$ cat src/crbrm_pkg.sv
// Shared types and constants for the CAN receive buffer with rate meter.
`default_nettype none

package crbrm_pkg;

    localparam int ID_W      = 29;
    localparam int CNT_W     = 4;
    localparam int DATA_W    = 64;
    localparam int BRACKET_W = 16;
    localparam int RATE_W    = BRACKET_W + 1;

    localparam logic [CNT_W-1:0]     MAX_DATA_BYTES = 4'd8;
    localparam logic [BRACKET_W-1:0] COUNT_MAX      = 16'hFFFF;

    typedef enum logic [1:0] {
        MODE_PUSH   = 2'd0,
        MODE_POP    = 2'd1,
        MODE_CLEAR  = 2'd2,
        MODE_STATUS = 2'd3
    } t_mode;

    typedef enum logic [1:0] {
        ERR_NONE      = 2'd0,
        ERR_DROPPED   = 2'd1,
        ERR_OVERSIZE  = 2'd2,
        ERR_RESERVED  = 2'd3
    } t_err;

endpackage

`default_nettype wire

$ cat src/crbrm_if.sv
// Handshake interfaces for the command words and the result words.
`default_nettype none

interface crbrm_in_if import crbrm_pkg::*; ();
    logic              valid;
    logic              ready;
    t_mode             mode;
    logic [ID_W-1:0]   frame_id;
    logic [CNT_W-1:0]  byte_count;
    logic [DATA_W-1:0] payload;
    logic              second_half;

    modport source (output valid, mode, frame_id, byte_count, payload, second_half,
                    input ready);
    modport sink   (input valid, mode, frame_id, byte_count, payload, second_half,
                    output ready);
endinterface

interface crbrm_out_if import crbrm_pkg::*; #(parameter int FILL_W = 5) ();
    logic              valid;
    logic              ready;
    logic              oldest_valid;
    logic [ID_W-1:0]   oldest_id;
    logic [CNT_W-1:0]  oldest_count;
    logic [DATA_W-1:0] oldest_payload;
    logic [FILL_W-1:0] fill_level;
    t_err              error_code;
    logic [RATE_W-1:0] rate_per_second;
    logic [RATE_W-1:0] peak_per_second;

    modport source (output valid, oldest_valid, oldest_id, oldest_count, oldest_payload,
                    fill_level, error_code, rate_per_second, peak_per_second,
                    input ready);
    modport sink   (input valid, oldest_valid, oldest_id, oldest_count, oldest_payload,
                    fill_level, error_code, rate_per_second, peak_per_second,
                    output ready);
endinterface

`default_nettype wire

$ cat src/can_rx_buffer_with_rate_meter.sv
// Top level: CAN receive frame buffer that drops the oldest frame when full,
// with a half-second bracket message-rate meter.
//
// Each command word on i_in either pushes a frame (mode push), pops the oldest
// frame (mode pop), clears the rate statistics (mode clear) or only asks for
// status; every command word yields exactly one result word on o_out that
// reports the state after the command: the oldest buffered frame (zeros when
// the buffer is empty), the fill level, an error code and the rate figures.
// The block takes one command word per clock cycle unless stalled and answers
// it in the next cycle; the single result register is the only stage, so
// i_in.ready is low only while a result word waits and o_out.ready is low.
// Frames live in three BUFFER_DEPTH-entry memories (identifier, byte count,
// payload) with one write and one registered read per cycle; a push into an
// empty buffer forwards the incoming frame straight into the result register.
// The fill level port is $clog2(BUFFER_DEPTH+1) bits wide, so the output
// interface must be built with FILL_W set to that value. Frame storage is not
// cleared by reset; only frames that are actually buffered are ever reported.
`default_nettype none

module can_rx_buffer_with_rate_meter import crbrm_pkg::*; #(
    parameter int BUFFER_DEPTH = 16
) (
    input  wire logic     i_clk,
    input  wire logic     i_rst_n,
    crbrm_in_if.sink      i_in,
    crbrm_out_if.source   o_out
);

    localparam int PTR_W  = $clog2(BUFFER_DEPTH);
    localparam int FILL_W = $clog2(BUFFER_DEPTH + 1);
    localparam int SUM_W  = PTR_W + 1;

    localparam logic [FILL_W-1:0] DEPTH_F  = FILL_W'(BUFFER_DEPTH);
    localparam logic [SUM_W-1:0]  DEPTH_S  = SUM_W'(BUFFER_DEPTH);
    localparam logic [PTR_W-1:0]  LAST_PTR = PTR_W'(BUFFER_DEPTH - 1);

    // Frame storage, written on a stored push and read for the result word.
    logic [ID_W-1:0]   r_id_mem      [BUFFER_DEPTH];
    logic [CNT_W-1:0]  r_count_mem   [BUFFER_DEPTH];
    logic [DATA_W-1:0] r_payload_mem [BUFFER_DEPTH];

    // Buffer bookkeeping.
    logic [PTR_W-1:0]  r_rd_ptr, n_rd_ptr;
    logic [FILL_W-1:0] r_fill, n_fill;

    // Rate meter state.
    logic [BRACKET_W-1:0] r_bracket0, n_bracket0;
    logic [BRACKET_W-1:0] r_bracket1, n_bracket1;
    logic                 r_cur_bracket, n_cur_bracket;
    logic [BRACKET_W-1:0] r_peak, n_peak;

    // Result register.
    logic              r_out_valid;
    logic              r_oldest_valid;
    logic [ID_W-1:0]   r_oldest_id;
    logic [CNT_W-1:0]  r_oldest_count;
    logic [DATA_W-1:0] r_oldest_payload;
    logic [FILL_W-1:0] r_fill_level;
    t_err              r_error_code;
    logic [RATE_W-1:0] r_rate;
    logic [RATE_W-1:0] r_peak_rate;

    logic                 accept;
    logic                 oversize;
    logic                 full;
    logic                 store;
    logic                 counted;
    logic                 bypass;
    logic [PTR_W-1:0]     rd_ptr_inc;
    logic [SUM_W-1:0]     wr_sum;
    logic [PTR_W-1:0]     wr_ptr;
    t_err                 n_error;
    logic [BRACKET_W-1:0] cur_count;
    logic [BRACKET_W-1:0] done_count;
    logic [BRACKET_W-1:0] base_count;
    logic [BRACKET_W-1:0] bumped_count;
    logic [BRACKET_W-1:0] finished_count;

    // A new command word can enter whenever the result register is free or
    // is being emptied in the same cycle.
    assign i_in.ready = !r_out_valid || o_out.ready;
    assign accept     = i_in.valid && i_in.ready;

    assign oversize = i_in.byte_count > MAX_DATA_BYTES;
    assign full     = r_fill == DEPTH_F;
    assign store    = accept && (i_in.mode == MODE_PUSH) && !oversize;
    // Only pushes that did not force out an older frame feed the meter.
    assign counted  = store && !full;

    assign rd_ptr_inc = (r_rd_ptr == LAST_PTR) ? '0 : r_rd_ptr + 1'b1;

    // Write position is the slot just past the newest frame. When the buffer
    // is full that slot is the one the oldest frame occupied.
    assign wr_sum = SUM_W'(r_rd_ptr) + SUM_W'(r_fill);
    always_comb begin
        if (full) begin
            wr_ptr = r_rd_ptr;
        end else if (wr_sum >= DEPTH_S) begin
            wr_ptr = PTR_W'(wr_sum - DEPTH_S);
        end else begin
            wr_ptr = PTR_W'(wr_sum);
        end
    end

    // Pointer, fill level and error code.
    always_comb begin
        n_rd_ptr = r_rd_ptr;
        n_fill   = r_fill;
        n_error  = ERR_NONE;
        if (accept) begin
            unique case (i_in.mode)
                MODE_PUSH: begin
                    if (oversize) begin
                        n_error = ERR_OVERSIZE;
                    end else if (full) begin
                        n_rd_ptr = rd_ptr_inc;
                        n_error  = ERR_DROPPED;
                    end else begin
                        n_fill = r_fill + 1'b1;
                    end
                end
                MODE_POP: begin
                    if (r_fill != '0) begin
                        n_rd_ptr = rd_ptr_inc;
                        n_fill   = r_fill - 1'b1;
                    end
                end
                MODE_CLEAR, MODE_STATUS: begin
                end
                default: begin
                end
            endcase
        end
    end

    // Rate meter. A counted push in the other half of the second closes the
    // current bracket: the peak absorbs it and the new bracket starts at zero.
    assign cur_count    = r_cur_bracket ? r_bracket1 : r_bracket0;
    assign done_count   = cur_count;
    assign base_count   = (i_in.second_half != r_cur_bracket) ? '0 : cur_count;
    assign bumped_count = (base_count == COUNT_MAX) ? base_count : base_count + 1'b1;

    always_comb begin
        n_bracket0    = r_bracket0;
        n_bracket1    = r_bracket1;
        n_cur_bracket = r_cur_bracket;
        n_peak        = r_peak;
        if (counted) begin
            if (i_in.second_half != r_cur_bracket && done_count > r_peak) begin
                n_peak = done_count;
            end
            n_cur_bracket = i_in.second_half;
            if (i_in.second_half) begin
                n_bracket1 = bumped_count;
            end else begin
                n_bracket0 = bumped_count;
            end
        end else if (accept && i_in.mode == MODE_CLEAR) begin
            n_bracket0 = '0;
            n_bracket1 = '0;
            n_peak     = '0;
        end
    end

    // The reported rate is the bracket that is not being filled.
    assign finished_count = n_cur_bracket ? n_bracket0 : n_bracket1;

    // A push into an empty buffer makes the incoming frame the oldest one,
    // and it is not in the memory yet when the read happens.
    assign bypass = store && (r_fill == '0);

    always_ff @(posedge i_clk) begin
        if (store) begin
            r_id_mem[wr_ptr]      <= i_in.frame_id;
            r_count_mem[wr_ptr]   <= i_in.byte_count;
            r_payload_mem[wr_ptr] <= i_in.payload;
        end
    end

    always_ff @(posedge i_clk) begin
        if (!i_rst_n) begin
            r_rd_ptr      <= '0;
            r_fill        <= '0;
            r_bracket0    <= '0;
            r_bracket1    <= '0;
            r_cur_bracket <= 1'b0;
            r_peak        <= '0;
            r_out_valid   <= 1'b0;
        end else begin
            r_rd_ptr      <= n_rd_ptr;
            r_fill        <= n_fill;
            r_bracket0    <= n_bracket0;
            r_bracket1    <= n_bracket1;
            r_cur_bracket <= n_cur_bracket;
            r_peak        <= n_peak;
            if (accept) begin
                r_out_valid <= 1'b1;
            end else if (o_out.ready) begin
                r_out_valid <= 1'b0;
            end
        end
    end

    // Result word: the memory read is registered here together with the rest.
    always_ff @(posedge i_clk) begin
        if (accept) begin
            r_fill_level <= n_fill;
            r_error_code <= n_error;
            r_rate       <= {finished_count, 1'b0};
            r_peak_rate  <= {n_peak, 1'b0};
            if (n_fill == '0) begin
                r_oldest_valid   <= 1'b0;
                r_oldest_id      <= '0;
                r_oldest_count   <= '0;
                r_oldest_payload <= '0;
            end else if (bypass) begin
                r_oldest_valid   <= 1'b1;
                r_oldest_id      <= i_in.frame_id;
                r_oldest_count   <= i_in.byte_count;
                r_oldest_payload <= i_in.payload;
            end else begin
                r_oldest_valid   <= 1'b1;
                r_oldest_id      <= r_id_mem[n_rd_ptr];
                r_oldest_count   <= r_count_mem[n_rd_ptr];
                r_oldest_payload <= r_payload_mem[n_rd_ptr];
            end
        end
    end

    assign o_out.valid           = r_out_valid;
    assign o_out.oldest_valid    = r_oldest_valid;
    assign o_out.oldest_id       = r_oldest_id;
    assign o_out.oldest_count    = r_oldest_count;
    assign o_out.oldest_payload  = r_oldest_payload;
    assign o_out.fill_level      = r_fill_level;
    assign o_out.error_code      = r_error_code;
    assign o_out.rate_per_second = r_rate;
    assign o_out.peak_per_second = r_peak_rate;

endmodule

`default_nettype wire
$ cat src/flat_wrapper.sv
// flat-port wrapper written by rule: the top's interface ports become plain ports
module can_rx_buffer_with_rate_meter_flat import crbrm_pkg::*;
#(
    parameter int BUFFER_DEPTH = 16
)
  (i_clk, i_rst_n, i_in_valid, i_in_mode, i_in_frame_id, i_in_byte_count, i_in_payload, i_in_second_half, i_in_ready, o_out_valid, o_out_oldest_valid, o_out_oldest_id, o_out_oldest_count, o_out_oldest_payload, o_out_fill_level, o_out_error_code, o_out_rate_per_second, o_out_peak_per_second, o_out_ready);
  crbrm_in_if i_in_i ();
  crbrm_out_if o_out_i ();
  input  wire logic i_clk;
  input  wire logic i_rst_n;
  input wire logic [$bits(i_in_i.valid)-1:0] i_in_valid;
  input wire logic [$bits(i_in_i.mode)-1:0] i_in_mode;
  input wire logic [$bits(i_in_i.frame_id)-1:0] i_in_frame_id;
  input wire logic [$bits(i_in_i.byte_count)-1:0] i_in_byte_count;
  input wire logic [$bits(i_in_i.payload)-1:0] i_in_payload;
  input wire logic [$bits(i_in_i.second_half)-1:0] i_in_second_half;
  output wire logic [$bits(i_in_i.ready)-1:0] i_in_ready;
  output wire logic [$bits(o_out_i.valid)-1:0] o_out_valid;
  output wire logic [$bits(o_out_i.oldest_valid)-1:0] o_out_oldest_valid;
  output wire logic [$bits(o_out_i.oldest_id)-1:0] o_out_oldest_id;
  output wire logic [$bits(o_out_i.oldest_count)-1:0] o_out_oldest_count;
  output wire logic [$bits(o_out_i.oldest_payload)-1:0] o_out_oldest_payload;
  output wire logic [$bits(o_out_i.fill_level)-1:0] o_out_fill_level;
  output wire logic [$bits(o_out_i.error_code)-1:0] o_out_error_code;
  output wire logic [$bits(o_out_i.rate_per_second)-1:0] o_out_rate_per_second;
  output wire logic [$bits(o_out_i.peak_per_second)-1:0] o_out_peak_per_second;
  input wire logic [$bits(o_out_i.ready)-1:0] o_out_ready;
  assign i_in_i.valid = i_in_valid;
  assign i_in_i.mode = i_in_mode;
  assign i_in_i.frame_id = i_in_frame_id;
  assign i_in_i.byte_count = i_in_byte_count;
  assign i_in_i.payload = i_in_payload;
  assign i_in_i.second_half = i_in_second_half;
  assign i_in_ready = i_in_i.ready;
  assign o_out_valid = o_out_i.valid;
  assign o_out_oldest_valid = o_out_i.oldest_valid;
  assign o_out_oldest_id = o_out_i.oldest_id;
  assign o_out_oldest_count = o_out_i.oldest_count;
  assign o_out_oldest_payload = o_out_i.oldest_payload;
  assign o_out_fill_level = o_out_i.fill_level;
  assign o_out_error_code = o_out_i.error_code;
  assign o_out_rate_per_second = o_out_i.rate_per_second;
  assign o_out_peak_per_second = o_out_i.peak_per_second;
  assign o_out_i.ready = o_out_ready;
  can_rx_buffer_with_rate_meter #(.BUFFER_DEPTH(BUFFER_DEPTH)) u_core (.i_clk(i_clk), .i_rst_n(i_rst_n), .i_in(i_in_i), .o_out(o_out_i));
endmodule
$ cat config.mk
export PLATFORM = sky130hd
export DESIGN_NAME = can_rx_buffer_with_rate_meter_flat
export DESIGN_NICKNAME = d
export VERILOG_FILES = /design/src/crbrm_pkg.sv /design/src/crbrm_if.sv /design/src/can_rx_buffer_with_rate_meter.sv /design/src/flat_wrapper.sv
export SDC_FILE = /design/constraint.sdc
export NUM_CORES = 2
export LEC_CHECK = 0
export BUFFER_PORTS_ARGS = -buffer_cell sky130_fd_sc_hd__clkbuf_2
export CAP_MARGIN = 25
export CORE_ASPECT_RATIO = 0.75
export CORE_UTILIZATION = 42
export DETAILED_ROUTE_END_ITERATION = 10
export GPL_ROUTABILITY_DRIVEN = 0
export GPL_TIMING_DRIVEN = 1
export SLEW_MARGIN = 20
export SYNTH_ARGS = -nofsm -noshare
export SYNTH_HDL_FRONTEND = slang
export SYNTH_SLANG_ARGS = --single-unit
$ cat constraint.sdc
create_clock -name i_clk -period 6.3 [get_ports i_clk]
set_input_delay 0.63 -clock i_clk [delete_from_list [all_inputs] [get_ports i_clk]]
set_output_delay 0.63 -clock i_clk [all_outputs]
set_load 0.02 [all_outputs]
==> out/metrics.cfg <==
[worst_setup_path]
cp.arrival_ns = 5.03
cell_count_of_the_worst_reg_to_reg_path = 12
timing.critical_path.to_type = flop
critical_path.n_buffers_inverters = 3
worst-endpoint-required_ns = 6.83
r2r-end = u_core.o_out.oldest_payload[11]$_SDFFCE_PN0P_
r2r_start = u_core.r_fill[0]$_SDFF_PN0_
cp_slowest_stage_delay_ns = 0.50
worst-path-max-fanout = 68
setup_slack_reg_to_reg_ns = 1.80
setup.worst_path.start_class = flop
timing.critical_path.cells = inv_1, ha_1, or3b_1, o21a_1, o21ai_1, mux2i_4, buf_12, buf_4, mux4_2, a22oi_1, nand3_1, o211a_1
critical-path-slowest-cell = mux2i_4
crit_family = compound AO/OA/AOI/OAI gates
path_class = flop to flop

[cts]
tritoncts_num_sinks = 1748
cts.repair_timing.setup_buffer_count = 0
cts.hold.buffers_added = 0
post_cts.resized_instances = 0
cts-buffers-inserted = 169
htree_levels = 4
clockBufferDepth = 3
clk_pin_slew_worst_paths_ns = 0.06
clock-root-buffer = clkbuf_16
cts_tree = built
worst_skew_pair.late_latency_ns = 0.81

[sta]
worst-slew-pin-transition_ns = 1.12
timing.max_slew.rel_slack = 0.253
finalSetupViolations = 0
finalWorstSetupSlack_ns = 1.80
timing_max_transition_violations_final = 0
rsz0062_at_grt = false
fmaxAchievable_mhz = 222
min_period_over_period = 0.714
skew_ns = 0.0455
finalHoldWorstSlack_ns = 0.0811
finalWorstPathRequiredPeriod_ns = 4.50
finalHoldViolations = 0

[yosys]
mean_instance_size_in_the_synthesized_netlist_sq_um = 20.9
synth_cell_types = 71
synth-seq-area-share = 0.765
mappedNetlistArea_sq_um = 67900
asyncSetResetFlopFracSynth = 0
yosys_register_bits = 1748
yosysTopAreaCellShare = 0.747
ys_dominant_reg_cell = edfxtp_1
postSynthCellCount = 3241
yosys_warnings = 0
synth.top_cells.by_area = edfxtp_1 75%, mux4_2 13%, a22oi_1 2.3%, dfxtp_1 1.7%, o211a_1 1.4%
synth_top_cell_by_area = edfxtp_1
synth-edff-count = 1689

[floorplan]
standard_cell_row_count = 127
die_h_um = 350
floorplan.core_area_sq_um = 160000
die_width_um = 466
initial_utilization = 0.424
design.portCount = 245
floorplan.die_area_sq_um = 163000

[detailed_routing]
vias_cell = 5.86
route.vias.total = 34100
routed_wl_um = 169000
detail_route.first_pass.iterations = 5
drt-initial-drc-count = 3875
detail_route.drc_violations = 0
route.antenna.remaining_nets = 0
routedWlPerCell_um = 29.0

[pwr]
power_density_nw_per_um2 = 309
seqPwrFrac = 0.537
vdd_ir_drop_max_uv = 242
cellInternalPower_mw = 19.1
net-switching-power_mw = 4.96
power.share.combinational = 0.033
standby_leakage_power_nw = 26.2
switching_share_of_total_power = 0.206
p_clk_frac = 0.431

[layout]
fraction_of_layout_cells_with_a_size_suffix_above_1 = 0.272
post-route-util = 0.486
layout_common_cells = 1689 x edfxtp_1, 388 x mux4_2, 242 x clkbuf_2
mostFrequentLayoutCell = edfxtp_1
number_of_standard_cells_in_the_final_layout_excluding_fillers = 5819
num-nets-final = 3685
area_growth_pct = 14.8
fillerInstances = 13000

[grt]
wire_length_of_the_first_global_routing_pass_um = 241000
grt_start_max_net_pins = 105
first_global_vias = 33600
global_route.usage.total = 0.206
globalRoute.totalOverflow = 0
antenna_found_initial = 18

[hold_path]
worstHoldEndpoint = u_core.o_out.valid$_SDFFE_PN0P_
hp-class = input port to flop
min_path_cells = 3
hp-start = i_in_valid

[place]
detailedPlacementHpwl_um = 86100
pre_cts_slack_ns = 1.65
io_buffers = 242
dpl_cells = 5513

[job]
max_cap_violations = 0

[outcome]
run_status = finished clean

## power by group through the flow
stage,sequential (mW),clock [mW],combinational (mW)
global route,12.9,11.0,0.849
detailed placement,13.1,0,0.795
floorplan,13.2,0,0.334
finish,12.9,10.4,0.785
global placement,13.1,0,0.784
CTS,12.9,10.6,0.797
## sequential cells by signal, indices dropped and copies added (netlist names), 2 cells and up
name                          flops
u_core.r_id_mem                 464
u_core.o_out.rate_per_second     16
u_core.o_out.oldest_payload      64
u_core.r_count_mem               64
u_core.r_payload_mem           1024
u_core.r_bracket0                16
u_core.o_out.oldest_count         4
u_core.o_out.oldest_id           29
u_core.r_peak                    16
u_core.o_out.error_code           2
u_core.r_fill                     5
u_core.r_bracket1                16
u_core.o_out.peak_per_second     16
u_core.o_out.fill_level           5
u_core.r_rd_ptr                   4
## routing by layer
metal  vias up  global-route usage  routed length (um)
met5         -                   0                 131
met4        22              0.0533                3250
met3       220              0.0383               11800
met2      1261               0.314               78000
met1     18300               0.305               75600
li1      14300                   -                   -
## metrics by stage
stage / power [mW] / setup TNS (ns) / cell area (sq um)
after floorplan: 13.5 / -198.51 / 67900
after global placement: 13.9 / 0 / 72100
after detailed placement: 13.9 / 0 / 72200
after CTS: 24.2 / 0 / 77900
after global routing: 24.7 / 0 / 77900
final: 24.0 / 0 / 77900
## Yosys cell counts, drive strengths merged, types with 5 or more instances
cell and instances:
edfxtp 1689, inv 43, nand4 12, o22ai 18, nand2b 8, nor2 70
mux2i 23, o32ai 19, o211a 98, xor2 12, buf 96, and2 17
a22oi 205, o211ai 5, clkbuf 105, mux4 388, nand2 69, o21ai 32
a21o 7, dfxtp 59, nand3 116, xnor2 11, a22o 8, a21oi 36
ha 24, nor3 8
## cell families (layout without fill, tap and decap cells)
kind of cell               count (synthesis)  after routing  synth area share
xor gates and xnor gates                  23             23           0.00297
buffers and inverters                    244            690            0.0187
adders and majority gates                 25             25           0.00472
other                                      1              5         0.0000553
muxes                                    412            412             0.132
and+or+nand+nor                          330            330            0.0238
AOI/OAI and AO/OA                        458            458            0.0527
DFF                                     1748           1748             0.765
## cell type report
type	instances	area, sq um	area share
tap	2128	2660	0.0342
timing repair buffer	344	2630	0.0338
multi-input combinational	1250	14900	0.191
clock inverter	100	1190	0.0152
clock buffer	203	4450	0.0572
inverter	43	169	0.00217
antenna	3	7.51	0.0000964
sequential	1748	51900	0.666
## worst max-delay path by stage
stage | from | depth (start not counted) | end | slack [ns]
floorplan | u_core.r_fill[1]$_SDFF_PN0_ | 9 | u_core.r_count_mem[12][0]$_DFFE_PP_ | -0.13
global placement | i_in_byte_count[1] | 7 | u_core.r_payload_mem[3][27]$_DFFE_PP_ | 1.53
detailed placement | i_in_byte_count[0] | 11 | u_core.o_out.oldest_id[11]$_SDFFCE_PN0P_ | 1.65
CTS | u_core.r_fill[0]$_SDFF_PN0_ | 12 | u_core.o_out.oldest_payload[14]$_SDFFCE_PN0P_ | 1.79
global route | u_core.r_fill[0]$_SDFF_PN0_ | 12 | u_core.o_out.oldest_payload[11]$_SDFFCE_PN0P_ | 1.57
finish | u_core.r_fill[0]$_SDFF_PN0_ | 12 | u_core.o_out.oldest_payload[11]$_SDFFCE_PN0P_ | 1.80
## worst min-delay path, stage by stage
cell and delay (ns):
clkbuf_2 0.11, inv_1 0.06, a21oi_1 0.05
(Power assumes the default switching activity.)
